<file path="src/rtl/mcptt_pkg.sv">
// Package for the multi-channel periodic tick timer.
// Holds field widths, reset values, function and register codes, and the sequencer states.
// No dependencies.
`default_nettype none

package mcptt_pkg;

    localparam int CHANNELS_DEF    = 8;
    localparam int PERIOD_BITS_DEF = 16;

    localparam int FUNC_W    = 2;
    localparam int CHANNEL_W = 3;
    localparam int VALUE_W   = 16;
    localparam int ACTIVE_W  = 4;
    localparam int TPS_W     = 16;
    localparam int DIV_W     = 16;
    localparam int PREEMPT_W = 16;
    localparam int TICK_W    = 32;
    localparam int FIRED_W   = 8;
    localparam int CFG_IDX_W = 1;
    localparam int CFG_W     = 16;

    localparam logic [TPS_W-1:0] TPS_RESET = TPS_W'(18);

    typedef enum logic [FUNC_W-1:0] {
        FUNC_TICK         = 2'd0,
        FUNC_LOAD_PERIOD  = 2'd1,
        FUNC_LOAD_QUANTUM = 2'd2
    } func_t;

    typedef enum logic [CFG_IDX_W-1:0] {
        REG_ACTIVE_CHANNELS  = 1'b0,
        REG_TICKS_PER_SECOND = 1'b1
    } cfg_reg_t;

    typedef enum logic [1:0] {
        S_IDLE,
        S_SWEEP,
        S_DRAIN,
        S_DONE
    } state_t;

endpackage

`default_nettype wire

</file>
<file path="src/rtl/multi_channel_periodic_tick_timer.sv">
// Multi-channel periodic tick timer, top level.
// Depends on mcptt_pkg for widths, codes and states.
//
// Usage:
//   Input channel (in_valid/in_ready, func/channel/value) takes one transaction at a
//   time. A tick advances the tick count, the seconds divider, the preemption
//   countdown and the phase of each active channel; a load writes a channel period
//   (clearing its phase) or the preemption quantum.
//   Every transaction yields one result on the output channel (out_valid/out_ready).
//   Channel periods and phases live in one synchronous memory, one entry per channel,
//   swept with one read per cycle and a write-back in the cycle after each read.
//   A tick passes through the sweep state, one read per active channel (the active
//   channel count clamped to CHANNELS), then the drain and done states; a load, or a
//   tick with no active channel, goes straight to the done state. One transaction
//   is in work at a time; the next is accepted once the last leaves the done state.
//   in_ready is high while the sequencer is idle; a finished result waits in the
//   output register, and the next transaction is accepted meanwhile, then holds in
//   its final state until the output register frees.
//   Reset clears control state, not memory or results: entry valid bits mark every
//   channel as period zero, so no clearing pass is needed. Configuration is written
//   through cfg_we/cfg_index/cfg_data and must only change while the block is idle.
`default_nettype none

module multi_channel_periodic_tick_timer
    import mcptt_pkg::*;
#(
    parameter int CHANNELS    = CHANNELS_DEF,
    parameter int PERIOD_BITS = PERIOD_BITS_DEF
) (
    input  wire logic                 clk,
    input  wire logic                 rst_n,
    input  wire logic                 cfg_we,
    input  wire logic [CFG_IDX_W-1:0] cfg_index,
    input  wire logic [CFG_W-1:0]     cfg_data,
    input  wire logic                 in_valid,
    output logic                      in_ready,
    input  wire logic [FUNC_W-1:0]    func,
    input  wire logic [CHANNEL_W-1:0] channel,
    input  wire logic [VALUE_W-1:0]   value,
    output logic                      out_valid,
    input  wire logic                 out_ready,
    output logic [FIRED_W-1:0]        fired_mask,
    output logic                      second_pulse,
    output logic                      preempt_expired,
    output logic                      resched_request,
    output logic [TICK_W-1:0]         tick_total
);

    localparam int CW = (CHANNELS > 1) ? $clog2(CHANNELS) : 1;
    localparam int NW = CW + 1;
    localparam int EW = 2 * PERIOD_BITS;

    state_t state_reg, state_next;

    logic [ACTIVE_W-1:0]    active_reg;
    logic [TPS_W-1:0]       tps_reg;
    logic [DIV_W-1:0]       div_reg, div_next;
    logic [PREEMPT_W-1:0]   preempt_reg, preempt_next;
    logic [TICK_W-1:0]      tick_reg, tick_next;
    logic [NW-1:0]          n_reg, n_next;
    logic [NW-1:0]          rd_cnt_reg, rd_cnt_next;
    logic                   rd_vld_reg;
    logic [CW-1:0]          rd_idx_reg;
    logic [EW-1:0]          rdata_reg;
    logic [CHANNELS-1:0]    ent_vld_reg;
    logic [FIRED_W-1:0]     fired_reg, fired_next;
    logic                   pulse_reg, pulse_next;
    logic                   expired_reg, expired_next;
    logic                   out_valid_reg;
    logic [FIRED_W-1:0]     fired_mask_reg;
    logic                   second_pulse_reg;
    logic                   preempt_expired_reg;
    logic                   resched_reg;
    logic [TICK_W-1:0]      tick_total_reg;

    logic [EW-1:0]          mem [CHANNELS];

    logic                   accept;
    logic                   is_tick;
    logic                   load_we;
    logic                   last_rd;
    logic                   done_fire;
    logic [EW-1:0]          ent;
    logic [PERIOD_BITS-1:0] ent_period;
    logic [PERIOD_BITS-1:0] ent_phase;
    logic [PERIOD_BITS-1:0] ph_inc;
    logic                   wb_fire;
    logic                   wb_we;
    logic [FIRED_W-1:0]     fire_bits;
    logic [DIV_W-1:0]       div_inc;
    logic                   mem_we;
    logic [CW-1:0]          mem_waddr;
    logic [EW-1:0]          mem_wdata;
    logic [CW-1:0]          load_addr;

    // Handshake and sequencer outputs
    always_comb
    begin
        in_ready  = (state_reg == S_IDLE);
        done_fire = (state_reg == S_DONE) && (!out_valid_reg || out_ready);
    end

    assign accept  = in_valid && in_ready;
    assign is_tick = (func == FUNC_TICK);
    assign last_rd = (NW'(rd_cnt_reg + 1'b1) == n_reg);

    // Next state
    always_comb
    begin
        state_next = state_reg;
        case (state_reg)
            S_IDLE:
            begin
                if (accept)
                begin
                    if (is_tick && (n_next != '0))
                        state_next = S_SWEEP;
                    else
                        state_next = S_DONE;
                end
            end
            S_SWEEP:
            begin
                if (last_rd)
                    state_next = S_DRAIN;
            end
            S_DRAIN:
                state_next = S_DONE;
            S_DONE:
            begin
                if (done_fire)
                    state_next = S_IDLE;
            end
            default:
                state_next = S_IDLE;
        endcase
    end

    // Write-back stage: entry read in the cycle before
    always_comb
    begin
        ent        = ent_vld_reg[rd_idx_reg] ? rdata_reg : '0;
        ent_period = ent[EW-1:PERIOD_BITS];
        ent_phase  = ent[PERIOD_BITS-1:0];
        ph_inc     = PERIOD_BITS'(ent_phase + 1'b1);
        wb_we      = rd_vld_reg && (ent_period != '0);
        wb_fire    = wb_we && (ph_inc == ent_period);
        fire_bits  = '0;
        for (int k = 0; k < FIRED_W; k++)
        begin
            if (wb_fire && (32'(rd_idx_reg) == k))
                fire_bits[k] = 1'b1;
        end
    end

    assign load_addr = CW'(channel);
    assign load_we   = accept && (func == FUNC_LOAD_PERIOD) && (32'(channel) < CHANNELS);

    always_comb
    begin
        mem_we    = wb_we || load_we;
        mem_waddr = wb_we ? rd_idx_reg : load_addr;
        if (wb_we)
            mem_wdata = {ent_period, (wb_fire ? {PERIOD_BITS{1'b0}} : ph_inc)};
        else
            mem_wdata = {PERIOD_BITS'(value), {PERIOD_BITS{1'b0}}};
    end

    // Tick counters, preemption and result bookkeeping
    always_comb
    begin
        div_inc      = DIV_W'(div_reg + 1'b1);
        div_next     = div_reg;
        preempt_next = preempt_reg;
        tick_next    = tick_reg;
        n_next       = n_reg;
        rd_cnt_next  = rd_cnt_reg;
        fired_next   = fired_reg | fire_bits;
        pulse_next   = pulse_reg;
        expired_next = expired_reg;
        if (32'(active_reg) > CHANNELS)
            n_next = NW'(CHANNELS);
        else
            n_next = NW'(active_reg);
        if (accept)
        begin
            rd_cnt_next  = '0;
            fired_next   = '0;
            pulse_next   = 1'b0;
            expired_next = 1'b0;
            case (func)
                FUNC_TICK:
                begin
                    tick_next = TICK_W'(tick_reg + 1'b1);
                    if (div_inc >= tps_reg)
                    begin
                        div_next   = '0;
                        pulse_next = 1'b1;
                    end
                    else
                    begin
                        div_next = div_inc;
                    end
                    expired_next = (preempt_reg <= PREEMPT_W'(1));
                    if (preempt_reg != '0)
                        preempt_next = PREEMPT_W'(preempt_reg - 1'b1);
                end
                FUNC_LOAD_QUANTUM:
                    preempt_next = value;
                default:
                    ;
            endcase
        end
        else if (state_reg == S_SWEEP)
        begin
            rd_cnt_next = NW'(rd_cnt_reg + 1'b1);
        end
    end

    always_ff @(posedge clk or negedge rst_n)
    begin
        if (!rst_n)
        begin
            state_reg     <= S_IDLE;
            active_reg    <= '0;
            tps_reg       <= TPS_RESET;
            div_reg       <= '0;
            preempt_reg   <= '0;
            tick_reg      <= '0;
            n_reg         <= '0;
            rd_cnt_reg    <= '0;
            rd_vld_reg    <= 1'b0;
            ent_vld_reg   <= '0;
            fired_reg     <= '0;
            pulse_reg     <= 1'b0;
            expired_reg   <= 1'b0;
            out_valid_reg <= 1'b0;
        end
        else
        begin
            state_reg   <= state_next;
            div_reg     <= div_next;
            preempt_reg <= preempt_next;
            tick_reg    <= tick_next;
            rd_cnt_reg  <= rd_cnt_next;
            rd_vld_reg  <= (state_reg == S_SWEEP);
            fired_reg   <= fired_next;
            pulse_reg   <= pulse_next;
            expired_reg <= expired_next;
            if (accept)
                n_reg <= n_next;
            if (load_we)
                ent_vld_reg[load_addr] <= 1'b1;
            if (cfg_we)
            begin
                case (cfg_index)
                    REG_ACTIVE_CHANNELS:  active_reg <= ACTIVE_W'(cfg_data);
                    REG_TICKS_PER_SECOND: tps_reg    <= TPS_W'(cfg_data);
                    default:              ;
                endcase
            end
            if (done_fire)
                out_valid_reg <= 1'b1;
            else if (out_ready)
                out_valid_reg <= 1'b0;
        end
    end

    // Channel memory: one write port, one registered read port
    always_ff @(posedge clk)
    begin
        if (mem_we)
            mem[mem_waddr] <= mem_wdata;
        rdata_reg  <= mem[rd_cnt_reg[CW-1:0]];
        rd_idx_reg <= rd_cnt_reg[CW-1:0];
    end

    // Result register
    always_ff @(posedge clk)
    begin
        if (done_fire)
        begin
            fired_mask_reg      <= fired_reg;
            second_pulse_reg    <= pulse_reg;
            preempt_expired_reg <= expired_reg;
            resched_reg         <= (fired_reg != '0) || expired_reg;
            tick_total_reg      <= tick_reg;
        end
    end

    assign out_valid       = out_valid_reg;
    assign fired_mask      = fired_mask_reg;
    assign second_pulse    = second_pulse_reg;
    assign preempt_expired = preempt_expired_reg;
    assign resched_request = resched_reg;
    assign tick_total      = tick_total_reg;

`ifndef SYNTHESIS
    a_rd_in_sweep: assert property (@(posedge clk) disable iff (!rst_n)
        rd_vld_reg |-> (state_reg == S_SWEEP || state_reg == S_DRAIN))
        else $error("write-back stage active outside sweep");

    a_cnt_bound: assert property (@(posedge clk) disable iff (!rst_n)
        (state_reg == S_SWEEP) |-> (rd_cnt_reg < n_reg))
        else $error("sweep read index past active count");

    a_wb_not_idle: assert property (@(posedge clk) disable iff (!rst_n)
        wb_we |-> !load_we)
        else $error("write-back collides with period load");

    a_tick_inc: assert property (@(posedge clk) disable iff (!rst_n)
        (accept && is_tick) |=> (tick_reg == TICK_W'($past(tick_reg) + 1'b1)))
        else $error("tick count did not advance");
`endif

endmodule

`default_nettype wire
</file>
<file path="config.mk">
export PLATFORM = sky130hd
export DESIGN_NAME = multi_channel_periodic_tick_timer
export DESIGN_NICKNAME = d
export VERILOG_FILES = /design/src/rtl/mcptt_pkg.sv /design/src/rtl/multi_channel_periodic_tick_timer.sv
export SDC_FILE = /design/constraint.sdc
export NUM_CORES = 1
export LEC_CHECK = 0
export ABC_AREA = 0
export BUFFER_PORTS_ARGS = -buffer_cell sky130_fd_sc_hd__buf_2
export CORE_MARGIN = 5
export CORE_UTILIZATION = 63
export DETAILED_ROUTE_END_ITERATION = 10
export PLACE_DENSITY = 0.81
export SYNTH_ARGS = -nofsm -noshare
export SYNTH_HDL_FRONTEND = slang
export SYNTH_SLANG_ARGS = --single-unit
</file>
<file path="constraint.sdc">
create_clock -name clk -period 16.49 [get_ports clk]
set_input_delay 3.298 -clock clk [delete_from_list [all_inputs] [get_ports clk]]
set_output_delay 3.298 -clock clk [all_outputs]
set_load 0.02 [all_outputs]
</file>
==> out/qor.log <==
qor: status.outcome finished clean
qor: power.clkPwrFrac 0.306
qor: grt.grt_first_pass_wirelength 58200 µm
qor: clock_tree.root_buffer sky130_fd_sc_hd__clkbuf_16
qor: grt.grt_max_degree 70
qor: final_layout.flip_flop_count_of_the_largest_register_all_copies_and_words_added 256
qor: drt.drt_drc_violations_left 0
qor: clock_tree.clk_transition_reported_paths 0.06 ns
qor: power.pwr_density_cell 162 nW/µm²
qor: clock_tree.cts_repair_resize_count 0
qor: sta.final_min_period_over_clock_period 0.317
qor: clock_tree.worst_skew_pair.late_latency 0.55 ns
qor: grt.grt_resource_usage_total 0.222
qor: power.seq_power_share 0.461
qor: final_layout.max_flop_register mem
qor: final_layout.drive_above_1_share 0.254
qor: yosys.post_synth_main_area_contributors sky130_fd_sc_hd__edfxtp_1 (48%), sky130_fd_sc_hd__dfrtp_1 (15%), sky130_fd_sc_hd__mux4_2 (8.0%), sky130_fd_sc_hd__mux2_2 (4.1%), sky130_fd_sc_hd__dfxtp_1 (3.8%)
qor: power.internal_power_of_the_cells 2.39 mW
qor: power.vdd.ir_drop.worst 0.000128 V
qor: final_layout.finish.net_count 1368
qor: sta.finalClockSkew 0.0200 ns
qor: sta.count_of_final_setup_violators 0
qor: clock_tree.post_cts_hold_buffer_count 0
qor: yosys.syn_inst 1202
qor: grt.overflow 0
qor: yosys.synth_top_flop_cell sky130_fd_sc_hd__edfxtp_1
qor: placed_design.dpl_ws 10.74 ns
qor: flow_run.max-cap-violations 0
qor: clock_tree.numCtsBuffers 45
qor: floorplan.design.portCount 88
qor: critical_path.setup.worst_path.class in -> reg
qor: clock_tree.cts_buffer_depth 3
qor: yosys.number_of_register_bits_inferred_by_synthesis 448
qor: sta.timing.final.ws_setup 11.26 ns
qor: final_layout.n_fill_cell 1730
qor: yosys.yosys_warnings 0
qor: drt.wl_per_cell 21.1 µm
qor: power.combPwrFrac 0.233
qor: critical_path.worst-path-max-fanout 32
qor: floorplan.die-area 33000 µm²
qor: yosys.share_of_the_synthesized_area_in_the_top_cell_type 0.484
qor: final_layout.synthToLayoutAreaGrowth 13.3%
qor: drt.routed_via_density 6.05
qor: sta.max_slew_margin 0.121
qor: placed_design.detailedPlacementHpwl 22200 µm
qor: clock_tree.cts_tree done
qor: placed_design.portBuffers 87
qor: yosys.synth_area_leader_cell sky130_fd_sc_hd__edfxtp_1
qor: yosys.ys_types 61
qor: yosys.syn-cell-area 18600 µm²
qor: critical_path.endpoint_kind flop
qor: clock_tree.cts_htree_levels 2
qor: drt.first_iter_violations 814
qor: floorplan.dieWidth 182 µm
qor: hold_path.worstHoldEndpoint ent_vld_reg[6]
qor: critical_path.required 16.66 ns
qor: critical_path.start_kind input pin
qor: drt.drtPass1Iterations 5
qor: yosys.async_s_r_ff_share_synth 0.254
qor: critical_path.worstPathArrival 5.40 ns
qor: drt.totalWireLength 36300 µm
qor: power.net-switching-power 1.01 mW
qor: floorplan.core_area 28900 µm²
qor: sta.hold_viol 0
qor: sta.timing.fmax 191 MHz
qor: grt.number_of_global_route_vias_before_repair 10600
qor: yosys.synth.yosys.seq_area_share 0.675
qor: critical_path.worst-r2r-cell-count 11
qor: drt.antenna_left 0
qor: hold_path.hp-class reg -> reg
qor: yosys.post_synth_edffs 299
qor: power.static-leakage-power 7.70 nW
qor: clock_tree.clock_sinks 448
qor: yosys.mean_area_per_synthesized_cell 15.4 µm²
qor: critical_path.regToRegEndpoint mem[5][6]
qor: critical_path.ff2ff_setup_slack 12.22 ns
qor: sta.tns 0 ns
qor: hold_path.timing.hold.worst.start ent_vld_reg[6]
qor: sta.finalMaxSlewViolations 0
qor: sta.finalCriticalPeriod 5.23 ns
qor: power.power.share.switching 0.296
qor: critical_path.timing.rr.start rd_idx_reg[1]
qor: hold_path.hold_depth 1
qor: floorplan.num_rows 62
qor: floorplan.die_y 182 µm
qor: final_layout.antenna_cell_count 0
qor: yosys.mappedNetlistNets 1271
qor: sta.worst_slew_pin_slew 1.31 ns
qor: placed_design.gp_congestion 0.881
qor: grt.antenna_found_initial 0
qor: clock_tree.cts.repair_timing.setup_buffer_count 0
qor: drt.dr_total_vias 10400
qor: sta.rsz0062_at_grt false
qor: floorplan.floorplan.initialDensity 0.642
==> per-stage QoR <==
| stage | hold WS, ns | instances | cell area [µm²] | utilization | power, mW |
|---|---|---|---|---|---|
| final | 0.461 | 1718 | 21000 | 0.727 | 3.40 |
| after CTS | 0.463 | 1718 | 21000 | 0.727 | 3.42 |
| after global placement | 0.449 | 1636 | 19500 | 0.674 | 2.34 |
| after detailed placement | 0.448 | 1636 | 19500 | 0.674 | 2.37 |
| after floorplan | 0.345 | 1202 | 18600 | - | 2.14 |
| after global routing | 0.471 | 1718 | 21000 | 0.727 | 3.56 |
==> layout make-up <==
cell class | instances | area, µm² | share of cell area
sequential | 448 | 12500 | 0.596
multi-input combinational | 673 | 5820 | 0.277
clock buffer | 54 | 1210 | 0.0576
timing repair buffer | 102 | 551 | 0.0262
tap | 384 | 480 | 0.0228
clock inverter | 28 | 322 | 0.0153
inverter | 29 | 109 | 0.00518
==> synth_stat cells, types with 4 or more instances <==
master and instances:
sky130_fd_sc_hd__mux4_2 66, sky130_fd_sc_hd__nand3b_1 5, sky130_fd_sc_hd__nand2b_1 10, sky130_fd_sc_hd__o2bb2ai_1 5
sky130_fd_sc_hd__nor2b_1 6, sky130_fd_sc_hd__nand4b_1 4, sky130_fd_sc_hd__a31oi_1 4, sky130_fd_sc_hd__nand2_1 79
sky130_fd_sc_hd__a21oi_1 21, sky130_fd_sc_hd__edfxtp_1 299, sky130_fd_sc_hd__buf_2 4, sky130_fd_sc_hd__or2_2 9
sky130_fd_sc_hd__nand4_1 18, sky130_fd_sc_hd__clkbuf_1 39, sky130_fd_sc_hd__o41ai_1 4, sky130_fd_sc_hd__and2_1 5
sky130_fd_sc_hd__o31ai_1 10, sky130_fd_sc_hd__a22oi_1 5, sky130_fd_sc_hd__inv_1 29, sky130_fd_sc_hd__dfxtp_1 35
sky130_fd_sc_hd__xnor2_1 57, sky130_fd_sc_hd__and3_1 23, sky130_fd_sc_hd__buf_1 5, sky130_fd_sc_hd__nor2_1 59
sky130_fd_sc_hd__dfrtp_1 112, sky130_fd_sc_hd__a31o_2 5, sky130_fd_sc_hd__nand3_1 34, sky130_fd_sc_hd__o21ai_0 47
sky130_fd_sc_hd__nor3_1 22, sky130_fd_sc_hd__nor4_1 9, sky130_fd_sc_hd__mux2_2 68, sky130_fd_sc_hd__a21o_1 4
sky130_fd_sc_hd__or3_1 5, sky130_fd_sc_hd__xor2_1 28, sky130_fd_sc_hd__ha_1 26
==> cells in the final DEF (no fill, tap or decap), types with 5 or more instances in the layout <==
master                      instances
sky130_fd_sc_hd__o2bb2ai_1          5
sky130_fd_sc_hd__or3_1              5
sky130_fd_sc_hd__ha_1              26
sky130_fd_sc_hd__nor2_1            59
sky130_fd_sc_hd__nor2b_1            6
sky130_fd_sc_hd__mux4_2            66
sky130_fd_sc_hd__clkbuf_16         46
sky130_fd_sc_hd__a22oi_1            5
sky130_fd_sc_hd__nand4_1           18
sky130_fd_sc_hd__dfxtp_1           35
sky130_fd_sc_hd__edfxtp_1         299
sky130_fd_sc_hd__nand3b_1           5
sky130_fd_sc_hd__and3_1            23
sky130_fd_sc_hd__mux2_2            68
sky130_fd_sc_hd__a31o_2             5
sky130_fd_sc_hd__a21oi_1           21
sky130_fd_sc_hd__inv_1             29
sky130_fd_sc_hd__clkbuf_1           5
sky130_fd_sc_hd__bufinv_16          6
sky130_fd_sc_hd__nor4_1             9
sky130_fd_sc_hd__nand3_1           33
sky130_fd_sc_hd__nand2b_1          10
sky130_fd_sc_hd__o31ai_1            8
sky130_fd_sc_hd__nand2_1           79
sky130_fd_sc_hd__or2_2              9
sky130_fd_sc_hd__clkinv_2           7
sky130_fd_sc_hd__dfrtp_1          110
sky130_fd_sc_hd__o21ai_0           44
sky130_fd_sc_hd__xnor2_1           57
sky130_fd_sc_hd__nor3_1            22
sky130_fd_sc_hd__xor2_1            28
sky130_fd_sc_hd__buf_4             16
sky130_fd_sc_hd__buf_2             86
sky130_fd_sc_hd__clkinv_1           7
==> power by group through the flow <==
stage               registers (mW)  logic (mW)  clock network (mW)
floorplan                     1.56       0.582                   0
global placement              1.58       0.766                   0
CTS                           1.57       0.798                1.06
detailed placement            1.58       0.784                   0
global route                  1.59       0.864                1.11
finish                        1.57       0.792                1.04
==> worst max-delay path, stage by stage <==
cell	delay (ns)
sky130_fd_sc_hd__buf_2	0.11
sky130_fd_sc_hd__nand2_1	0.42
sky130_fd_sc_hd__nor2_1	0.26
sky130_fd_sc_hd__nand2_1	0.10
sky130_fd_sc_hd__or2_2	0.30
sky130_fd_sc_hd__nor3_1	0.21
sky130_fd_sc_hd__nand2_1	0.10
sky130_fd_sc_hd__o41ai_2	0.08
sky130_fd_sc_hd__buf_4	0.50
==> worst max-delay path by stage <==
stage	start	endpoint	slack [ns]
global placement	in_valid	mem[0][20]	10.84
global route	in_valid	mem[0][2]	11.07
detailed placement	in_valid	mem[0][16]	10.74
finish	in_valid	mem[0][2]	11.26
CTS	in_valid	mem[0][6]	11.30
floorplan	in_valid	mem[3][0]	10.39
==> per-layer routing <==
metal,up-vias,GRT usage,part of all wire
li1,4768,-,-
met4,0,0.0772,0.034
met5,-,0,0
met1,5198,0.301,0.42
met2,353,0.374,0.49
met3,83,0.0342,0.055
==> cells by family after synthesis <==
| group | after synthesis | synth area share |
|---|---|---|
| muxes | 137 | 0.123 |
| DFF | 448 | 0.675 |
| and+or+nand+nor | 299 | 0.0812 |
| buffers and inverters | 81 | 0.0175 |
| adders and majority gates | 26 | 0.0175 |
| xor gates and xnor gates | 87 | 0.0426 |
| AOI/OAI and AO/OA | 124 | 0.0432 |
Power figures use the tool's default switching activity.
